$ cat config.mk
export PLATFORM = sky130hd
export DESIGN_NAME = websocket_frame_header_parser_unit
export DESIGN_NICKNAME = d
export VERILOG_FILES = /design/src/design/wsfhp_pkg.sv /design/src/design/wsfhp_core.sv /design/src/design/wsfhp_out_stage.sv /design/src/design/websocket_frame_header_parser_unit.sv
export VERILOG_INCLUDE_DIRS = /design/src /design/src/design
export SDC_FILE = /design/constraint.sdc
export NUM_CORES = 1
export LEC_CHECK = 0
export BUFFER_PORTS_ARGS = -buffer_cell sky130_fd_sc_hd__clkbuf_2
export CAP_MARGIN = 20
export CORE_MARGIN = 10
export CORE_UTILIZATION = 35
export DETAILED_ROUTE_END_ITERATION = 8
export PLACE_DENSITY_LB_ADDON = 0.1
export SYNTH_ARGS = -nofsm -noshare
export SYNTH_HDL_FRONTEND = slang
export SYNTH_SLANG_ARGS = --single-unit
$ cat constraint.sdc
create_clock -name clk -period 5.7 [get_ports clk]
set_clock_uncertainty 0.1 [all_clocks]
set_input_delay 0 -clock clk [delete_from_list [all_inputs] [get_ports clk]]
set_output_delay 0 -clock clk [all_outputs]
set_load 0.03 [all_outputs]
$ cat src/design/websocket_frame_header_parser_unit_defines.svh
// Assertion macros shared by the frame header parser modules.
// Each macro expects signals named clk and rst_n in the using module.
`ifndef WEBSOCKET_FRAME_HEADER_PARSER_UNIT_DEFINES_SVH
`define WEBSOCKET_FRAME_HEADER_PARSER_UNIT_DEFINES_SVH

`ifndef SYNTHESIS

// Check that cons holds in the same cycle as ante.
`define WSFHP_ASSERT_SAME(lbl, ante, cons) \
    lbl: assert property (@(posedge clk) disable iff (!rst_n) (ante) |-> (cons)) \
        else $error("assertion failed");

// Check that cons holds in the cycle after ante.
`define WSFHP_ASSERT_NEXT(lbl, ante, cons) \
    lbl: assert property (@(posedge clk) disable iff (!rst_n) (ante) |=> (cons)) \
        else $error("assertion failed");

`else

`define WSFHP_ASSERT_SAME(lbl, ante, cons)
`define WSFHP_ASSERT_NEXT(lbl, ante, cons)

`endif

`endif

$ cat src/design/wsfhp_pkg.sv
package wsfhp_pkg;

    // Parser position within a frame
    typedef enum logic [4:0] {
        PH_START = 5'd0,
        PH_LEN   = 5'd1,
        PH_EXT0  = 5'd2,
        PH_EXT1  = 5'd3,
        PH_EXT2  = 5'd4,
        PH_EXT3  = 5'd5,
        PH_EXT4  = 5'd6,
        PH_EXT5  = 5'd7,
        PH_EXT6  = 5'd8,
        PH_EXT7  = 5'd9,
        PH_KEY0  = 5'd10,
        PH_KEY1  = 5'd11,
        PH_KEY2  = 5'd12,
        PH_KEY3  = 5'd13,
        PH_DATA  = 5'd14,
        PH_ERR   = 5'd15
    } phase_t;

    typedef enum logic [1:0] {
        EV_HDR  = 2'd0,
        EV_DONE = 2'd1,
        EV_PAY  = 2'd2,
        EV_ERR  = 2'd3
    } event_t;

    typedef enum logic [1:0] {
        ERR_NONE   = 2'd0,
        ERR_OPCODE = 2'd1,
        ERR_ZERO   = 2'd2
    } err_t;

    // Frame opcodes accepted by the parser
    localparam logic [3:0] OP_CONT  = 4'h0;
    localparam logic [3:0] OP_TEXT  = 4'h1;
    localparam logic [3:0] OP_BIN   = 4'h2;
    localparam logic [3:0] OP_CLOSE = 4'h8;
    localparam logic [3:0] OP_PING  = 4'h9;
    localparam logic [3:0] OP_PONG  = 4'hA;

    // Seven-bit length code that selects the 16-bit extended length
    localparam logic [6:0] LEN_EXT16 = 7'd126;

    typedef struct packed {
        event_t      ev;
        logic        fin;
        logic [3:0]  opcode;
        logic        masked;
        logic [63:0] length;
        logic [31:0] key;
        logic [7:0]  pay;
        logic        last;
        err_t        err;
    } result_t;

endpackage

$ cat src/design/wsfhp_core.sv
`include "websocket_frame_header_parser_unit_defines.svh"

module wsfhp_core
    import wsfhp_pkg::*;
(
    input  logic       clk,
    input  logic       rst_n,
    input  logic       step,
    input  logic [7:0] data_byte,
    output result_t    res
);

    phase_t      phase_reg, phase_next;
    logic        fin_reg, fin_next;
    logic [3:0]  opcode_reg, opcode_next;
    logic        mask_reg, mask_next;
    logic        short_reg, short_next;
    logic [63:0] len_reg, len_next;
    logic [31:0] key_reg, key_next;
    logic [63:0] left_reg, left_next;
    err_t        err_reg, err_next;

    event_t      ev;
    logic [7:0]  pay;
    logic        last;
    logic        len_done;
    logic        op_known;

    assign op_known = (data_byte[3:0] == OP_CONT) || (data_byte[3:0] == OP_TEXT) ||
                      (data_byte[3:0] == OP_BIN) || (data_byte[3:0] == OP_CLOSE) ||
                      (data_byte[3:0] == OP_PING) || (data_byte[3:0] == OP_PONG);

    // Advance the parser by one stream word
    always_comb
    begin
        phase_next  = phase_reg;
        fin_next    = fin_reg;
        opcode_next = opcode_reg;
        mask_next   = mask_reg;
        short_next  = short_reg;
        len_next    = len_reg;
        key_next    = key_reg;
        left_next   = left_reg;
        err_next    = err_reg;
        ev          = EV_HDR;
        pay         = 8'd0;
        last        = 1'b0;
        len_done    = 1'b0;

        case (phase_reg)
            PH_ERR:
            begin
                ev = EV_ERR;
            end
            PH_START:
            begin
                fin_next    = data_byte[7];
                opcode_next = data_byte[3:0];
                mask_next   = 1'b0;
                short_next  = 1'b0;
                len_next    = 64'd0;
                key_next    = 32'd0;
                left_next   = 64'd0;
                if (data_byte[6:4] != 3'd0 || !op_known)
                begin
                    err_next   = ERR_OPCODE;
                    phase_next = PH_ERR;
                    ev         = EV_ERR;
                end
                else
                begin
                    phase_next = PH_LEN;
                end
            end
            PH_LEN:
            begin
                mask_next = data_byte[7];
                if (data_byte[6:0] < LEN_EXT16)
                begin
                    len_next = {57'd0, data_byte[6:0]};
                    len_done = 1'b1;
                end
                else
                begin
                    short_next = (data_byte[6:0] == LEN_EXT16);
                    phase_next = PH_EXT0;
                end
            end
            PH_EXT0, PH_EXT1, PH_EXT2, PH_EXT3, PH_EXT4, PH_EXT5, PH_EXT6, PH_EXT7:
            begin
                len_next = {len_reg[55:0], data_byte};
                if (phase_reg == PH_EXT7 || (short_reg && phase_reg == PH_EXT1))
                    len_done = 1'b1;
                else
                    phase_next = phase_t'(phase_reg + 5'd1);
            end
            PH_KEY0, PH_KEY1, PH_KEY2, PH_KEY3:
            begin
                key_next = {key_reg[23:0], data_byte};
                if (phase_reg == PH_KEY3)
                begin
                    phase_next = PH_DATA;
                    ev         = EV_DONE;
                end
                else
                begin
                    phase_next = phase_t'(phase_reg + 5'd1);
                end
            end
            PH_DATA:
            begin
                ev  = EV_PAY;
                pay = data_byte;
                if (left_reg[63:1] == 63'd0)
                begin
                    last       = 1'b1;
                    left_next  = 64'd0;
                    phase_next = PH_START;
                end
                else
                begin
                    left_next = left_reg - 64'd1;
                end
            end
            default:
            begin
                phase_next = PH_START;
            end
        endcase

        // Check the final length, then enter the key or the payload
        if (len_done)
        begin
            if (len_next == 64'd0)
            begin
                err_next   = ERR_ZERO;
                phase_next = PH_ERR;
                ev         = EV_ERR;
            end
            else
            begin
                left_next = len_next;
                if (mask_next)
                begin
                    phase_next = PH_KEY0;
                end
                else
                begin
                    phase_next = PH_DATA;
                    ev         = EV_DONE;
                end
            end
        end
    end

    // Build the result word from the updated state
    always_comb
    begin
        res.ev     = ev;
        res.fin    = fin_next;
        res.opcode = opcode_next;
        res.masked = mask_next;
        res.length = len_next;
        res.key    = key_next;
        res.pay    = pay;
        res.last   = last;
        res.err    = (ev == EV_ERR) ? err_next : ERR_NONE;
    end

    // Hold control state
    always_ff @(posedge clk or negedge rst_n)
    begin
        if (!rst_n)
        begin
            phase_reg <= PH_START;
            short_reg <= 1'b0;
            left_reg  <= 64'd0;
            err_reg   <= ERR_NONE;
        end
        else if (step)
        begin
            phase_reg <= phase_next;
            short_reg <= short_next;
            left_reg  <= left_next;
            err_reg   <= err_next;
        end
    end

    // Hold header fields
    always_ff @(posedge clk or negedge rst_n)
    begin
        if (!rst_n)
        begin
            fin_reg    <= 1'b0;
            opcode_reg <= 4'd0;
            mask_reg   <= 1'b0;
            len_reg    <= 64'd0;
            key_reg    <= 32'd0;
        end
        else if (step)
        begin
            fin_reg    <= fin_next;
            opcode_reg <= opcode_next;
            mask_reg   <= mask_next;
            len_reg    <= len_next;
            key_reg    <= key_next;
        end
    end

    `WSFHP_ASSERT_NEXT(a_err_sticky, phase_reg == PH_ERR, phase_reg == PH_ERR)
    `WSFHP_ASSERT_SAME(a_err_phase, err_reg != ERR_NONE, phase_reg == PH_ERR)
    `WSFHP_ASSERT_SAME(a_err_code, step && ev == EV_ERR, res.err != ERR_NONE)
    `WSFHP_ASSERT_NEXT(a_last_restart, step && last, phase_reg == PH_START)

endmodule

$ cat src/design/wsfhp_out_stage.sv
module wsfhp_out_stage
    import wsfhp_pkg::*;
(
    input  logic    clk,
    input  logic    rst_n,
    input  logic    load,
    input  logic    take,
    input  result_t res_in,
    output logic    valid,
    output result_t res_out
);

    logic    valid_reg;
    result_t res_reg;

    // Track whether a result word is waiting
    always_ff @(posedge clk or negedge rst_n)
    begin
        if (!rst_n)
            valid_reg <= 1'b0;
        else if (load)
            valid_reg <= 1'b1;
        else if (take)
            valid_reg <= 1'b0;
    end

    // Capture the result word
    always_ff @(posedge clk)
    begin
        if (load)
            res_reg <= res_in;
    end

    assign valid   = valid_reg;
    assign res_out = res_reg;

endmodule

$ cat src/design/websocket_frame_header_parser_unit.sv
// WebSocket frame header parser. One stream byte enters per accepted word and
// produces exactly one result word, captured in the output register when the
// byte is accepted. Throughput is one byte per cycle while in_ready is high;
// in_ready stays high as long as the output register is empty or
// is being drained in the same cycle. Header fields, length and mask key are
// reported as accumulated so far; payload bytes pass through raw with a last
// flag, after which the parser expects a new frame. An unknown opcode, a set
// reserved bit or a zero length latches an error until reset.
module websocket_frame_header_parser_unit
    import wsfhp_pkg::*;
(
    input  logic        clk,
    input  logic        rst_n,
    input  logic        in_valid,
    output logic        in_ready,
    input  logic [7:0]  data_byte,
    output logic        out_valid,
    input  logic        out_ready,
    output logic [1:0]  event_res,
    output logic        fin_flag,
    output logic [3:0]  frame_opcode,
    output logic        masked,
    output logic [63:0] frame_length,
    output logic [31:0] mask_key,
    output logic [7:0]  payload_byte,
    output logic        last_payload,
    output logic [1:0]  error_code
);

    logic    step;
    result_t res;
    result_t res_q;

    // Accept a word whenever the output register can take its result
    assign in_ready = !out_valid || out_ready;
    assign step     = in_valid && in_ready;

    wsfhp_core u_core (
        .clk       (clk),
        .rst_n     (rst_n),
        .step      (step),
        .data_byte (data_byte),
        .res       (res)
    );

    wsfhp_out_stage u_out (
        .clk     (clk),
        .rst_n   (rst_n),
        .load    (step),
        .take    (out_ready),
        .res_in  (res),
        .valid   (out_valid),
        .res_out (res_q)
    );

    assign event_res    = res_q.ev;
    assign fin_flag     = res_q.fin;
    assign frame_opcode = res_q.opcode;
    assign masked       = res_q.masked;
    assign frame_length = res_q.length;
    assign mask_key     = res_q.key;
    assign payload_byte = res_q.pay;
    assign last_payload = res_q.last;
    assign error_code   = res_q.err;

endmodule

[Yosys cells after proc, flatten, opt, wreduce, memory -nomap -nowiden]
Index checks and enable logic that the tools add are counted.
Storage, ports and cells
  word-level logic and storage cells: 109
  bits of input ports: 12
  output and inout port bits: 117
  register bits after elaboration: 290
Cells by class
  equality and inequality tests: 27
  order comparisons: 1
  add/subtract/negate cells: 2
  multiplexer cells: 37
  reductions and logical operators: 23
Operator list (number)
  $mux W64: 4
  $pmux W64 S3: 1
  $pmux W64 S2: 1
  $logic_not A64 Y1: 1
  $pmux W32 S2: 1
  $sub A64 B1 Y64 const B: 1
  $logic_not A63 Y1: 1
  $eq A5 B4 Y1 const B: 8
  $mux W5: 6
  $pmux W5 S6: 1
  $eq A5 B3 Y1 const B: 4
  $mux W2: 8
  $eq A4 B4 Y1 const B: 3
  $eq A5 B2 Y1 const B: 2
  $logic_or A1 B1 Y1: 8
  $mux W1: 8
  $mux W4: 2
  $pmux W2 S4: 1
  $reduce_or A8 Y1: 1
  $eq A7 B7 Y1 const B: 1
  $lt A7 B7 Y1 const B: 1
  $ne A3 B2 Y1 const B: 2
  $pmux W1 S2: 3
  $add A5 B1 Y5 const B: 1
  17 further kinds: 20

[Logic depth before layout (Yosys ltp)]
  depth after elaboration: 14
  mapped depth: 14
  gate-level depth less buffers: 10

[By module]
A second synthesis with hierarchy kept.
Unflattened totals
  cell total of the unflattened synthesis: 1371
  area, all modules: 14166.1 um^2
By module, submodules not included
  wsfhp_core: area each 10654.0 um^2, cells an instance 1251, sequential area each 4354.2 um^2, times used 1
  wsfhp_out_stage: area each 3489.6 um^2, cells an instance 118, sequential area each 3478.3 um^2, times used 1
  websocket_frame_header_parser_unit: area each 22.5 um^2, cells an instance 2, sequential area each 0.0 um^2, times used 1

[Least setup slack after synthesis]
No wires, ideal clock.
  path kind: flip-flop to flip-flop
  start point: register u_out.valid_reg (netlist: u_out.valid)
  end point: register u_out.res_reg, in the netlist u_out.res_out[0] (enable)
  cell stages (with the launch flop): 7
  data required time: 5.077 ns
  period minus slack after synthesis: 5.591 ns
  path buffers: 3
  slack: 0.109 ns
  arrival: 4.968 ns
  library setup time: 0.523 ns
  path through: dfrtp_1 > nand2b_1 > nand2_1 > inv_1 > clkbuf_1 > clkbuf_1 > buf_1
Between the ends
  word-level cells in the longest chain between the ends: 3
RTL lines
  start, declared: RTL line wsfhp_out_stage.sv:13  | logic valid_reg;
  start signal, assigned: RTL line wsfhp_out_stage.sv:20  | valid_reg <= 1'b0;
  start signal, assigned: RTL line wsfhp_out_stage.sv:22  | valid_reg <= 1'b1;
  start signal, assigned: RTL line wsfhp_out_stage.sv:24  | valid_reg <= 1'b0;
  $logic_not A1 Y1: RTL line websocket_frame_header_parser_unit.sv:35  | assign in_ready = !out_valid || out_ready;
  $logic_or A1 B1 Y1: RTL line websocket_frame_header_parser_unit.sv:35
  net in_ready: RTL line websocket_frame_header_parser_unit.sv:15  | output logic in_ready,
  $logic_and A1 B1 Y1: RTL line websocket_frame_header_parser_unit.sv:36  | assign step = in_valid && in_ready;
  net step: RTL line websocket_frame_header_parser_unit.sv:30  | logic step;
  end signal, assigned: RTL line wsfhp_out_stage.sv:31  | res_reg <= res_in;
  end, declared: RTL line wsfhp_out_stage.sv:14  | result_t res_reg;
The timed path passes the listed nets, and every way through them passes these cells.
A chain may end at the register's enable or synchronous reset.

==> metrics.txt <==
slack of the critical path=1497 ps; CTS tree=done; Slowest-stage cell, CP=or4_4; first-pass GRT wire length=73400 µm; Switching Share=0.4602; yosys warns=0; Slew @ Worst Pin=1167 ps; failing checks=hold timing; post-synthesis register bit count=290; Worst path most repeated cell=or4_4; crit-path cells=inv_1, ha_1, or4_4, o211a_2, buf_4, a22o_1, or4_4, o21ai_4, nand2_1, o211ai_1; crit start category=flip-flop; core area=39550 µm²; Avg Inst Size Synth=9.510 µm²; share of cells above drive strength 1=0.1427; commonest cells in the netlist=330 x nand2_1, 175 x dfrtp_1, 142 x o21ai_0, 115 x edfxtp_1, 97 x nor2_1; Seq pwr share=0.369; Critical Path RT=6050 ps; Synthesized Nets=1483; Avg WL per Cell=22.49 µm; ys async rst share=0.6034; Max IR drop VDD=0.0003452 V; Critical Path End Type=flip-flop; Post-CTS Setup Inserts=0; Clock Sinks=290; top post-synthesis cells by area=dfrtp_1 31%, edfxtp_1 25%, nand2_1 8.9%, o21ai_0 5.1%, nor2_1 2.6%; Via density=5.628; post-synthesis sequential area ratio=0.5622; Max Fanout on Critical Path=52; drt drc=0; vias=11950; Final Max Slew Viols=0; Clock Path Buffers=3; Post-synth EDFFs=115; Reg clk slew, reported paths=60 ps; initial drt markers=1240; H-tree levels=2; Area Overhead vs Synth=17.22%; Root Buffer=clkbuf_16; max_cap viols=0; Filler cells=3889; height of the die=219.5 µm; final setup violation count=0; synthesized cell area=13930 µm²; Tightest Hold Check Type=in2async; Final Hold Fails=1; final instance area=16330 µm²; Logic pwr share=0.425; library cells used by synthesis=75; Power Dens Cells=640.3 nW/µm²; Relative slew margins=0.2148; kind of critical path=reg2reg; CTS Buf Count=35; Leak=0.006902 µW; Initial Utilization=0.3523; Placer Congestion=0.8350; Yosys top cell by area=dfrtp_1; Die ar.=48190 µm²; post-route ant nets=0; most common flop cell mapped by yosys=dfrtp_1; Final #Nets=1589; hold_ws=-21.07 ps; total global-route track usage=0.1975; CP max stage delay=600 ps; status=complete, but fails checks; max FFs per register=115; dpl hpwl=32370 µm; TNS Setup=0 ps; final wirelength=47760 µm; FMAX=237.9 MHz; largest net degree at the start of global routing=112; Tmin final=4203 ps; number of global-route vias before repair=11680; Clk network pwr share=0.206; top-count cell post-synth=nand2_1; Synth top area share=0.3143; Place WS=1560 ps; P_int=5644 µW; die width=219.5 µm; post-layout util=0.4129; DR pass1 iterations=5; initial antenna violation count=1; Buf/Inv on CP=2; Syn Inst Count=1465; Critical Path AT=4560 ps; unrepaired setup endpoints after global routing=false; placed cell area=15110 µm²; Clock Latency Late Sink=560 ps; post-route clock period utilization=0.7373; grt total ovfl=0; IO Count=129; Largest delay share family, worst path=simple AND/OR/NAND/NOR gates; net switching power figure=4812 µW; row cnt=73; port bufs=128
## final timing paths
kind | startpoint | slack, ps | depth (start not counted) | to
max | u_core.phase_reg[0] | 1500 | 10 | u_core.left_reg[36]
min | rst_n | -20 | 2 | u_out.valid
max reg2reg | u_core.phase_reg[0] | 1500 | 10 | u_core.left_reg[36]
min reg2reg | u_core.opcode_reg[0] | 370 | 2 | u_core.opcode_reg[0]
max in group asynchronous | rst_n | 4100 | 3 | u_core.left_reg[6]
min in group clk | out_ready | 200 | 5 | u_core.opcode_reg[2]
## logic make-up after synthesis
logic type	Yosys count	synth area share
AND/OR/NAND/NOR	612	0.1970
AO/OA/AOI/OAI	405	0.1914
flip-flops	290	0.5622
buffers and inverters	148	0.04095
adder cells (fa/ha/maj)	6	0.005388
multiplexers	3	0.002425
XOR/XNOR	1	0.0006288
## cells in the final DEF (no fill, tap or decap), types with 35 or more instances in the layout
cell type / count
clkbuf_2: 127
a21oi_1: 52
nor2_1: 97
nand2_1: 329
o21ai_0: 142
clkbuf_16: 35
a22oi_1: 41
nor4_1: 42
inv_1: 52
edfxtp_1: 115
nor3_1: 39
dfrtp_1: 175
## power by group through the flow
stage,Combinational (µW),Clock (µW),Sequential (µW)
detailed placement,4440,0,3870
floorplan,2570,0,4050
CTS,4460,2210,3840
global placement,4400,0,3860
finish,4440,2160,3860
global route,4870,2300,3960
## per-stage QoR
stage               cells  power, µW
floorplan            1465       6622
global placement     2046       8260
detailed placement   2047       8304
CTS                  2123      10510
global route         2123      11120
finish               2124      10460
## layer usage
| layer | routed length [µm] | global-route usage | vias to the layer above |
|---|---|---|---|
| met5 | 0 | 0 | - |
| met4 | 1455 | 0.06780 | 0 |
| met3 | 2777 | 0.02948 | 73 |
| met2 | 22930 | 0.3240 | 406 |
| met1 | 20600 | 0.2617 | 5924 |
| li1 | - | - | 5550 |
## worst reg2reg max path, cell delays in order, from the launching register on
cell and delay [ps]:
dfrtp_1 440, inv_1 90, ha_1 360, or4_4 510, o211a_2 250, buf_4 330, a22o_1 380, or4_4 600
o21ai_4 400, nand2_1 360, o211ai_1 300
## cell type report
class	count	area, µm²	area share
Tap cell	525	656.9	0.04022
Sequential cell	290	7833	0.4796
Clock inverter	16	136.4	0.008351
Antenna cell	1	2.502	0.0001532
Timing Repair Buffer	164	967.2	0.05922
Inverter	53	206.4	0.01264
Clock buffer	48	964.7	0.05907
Multi-Input combinational cell	1027	5564	0.3407
## repair_timing
| action | CTS | global route |
|---|---|---|
| hold buffers | 12 | 0 |
| hold endpoints to repair | 124 | 0 |
| resized for setup | 0 | 0 |
Power figures use the tool's default switching activity.
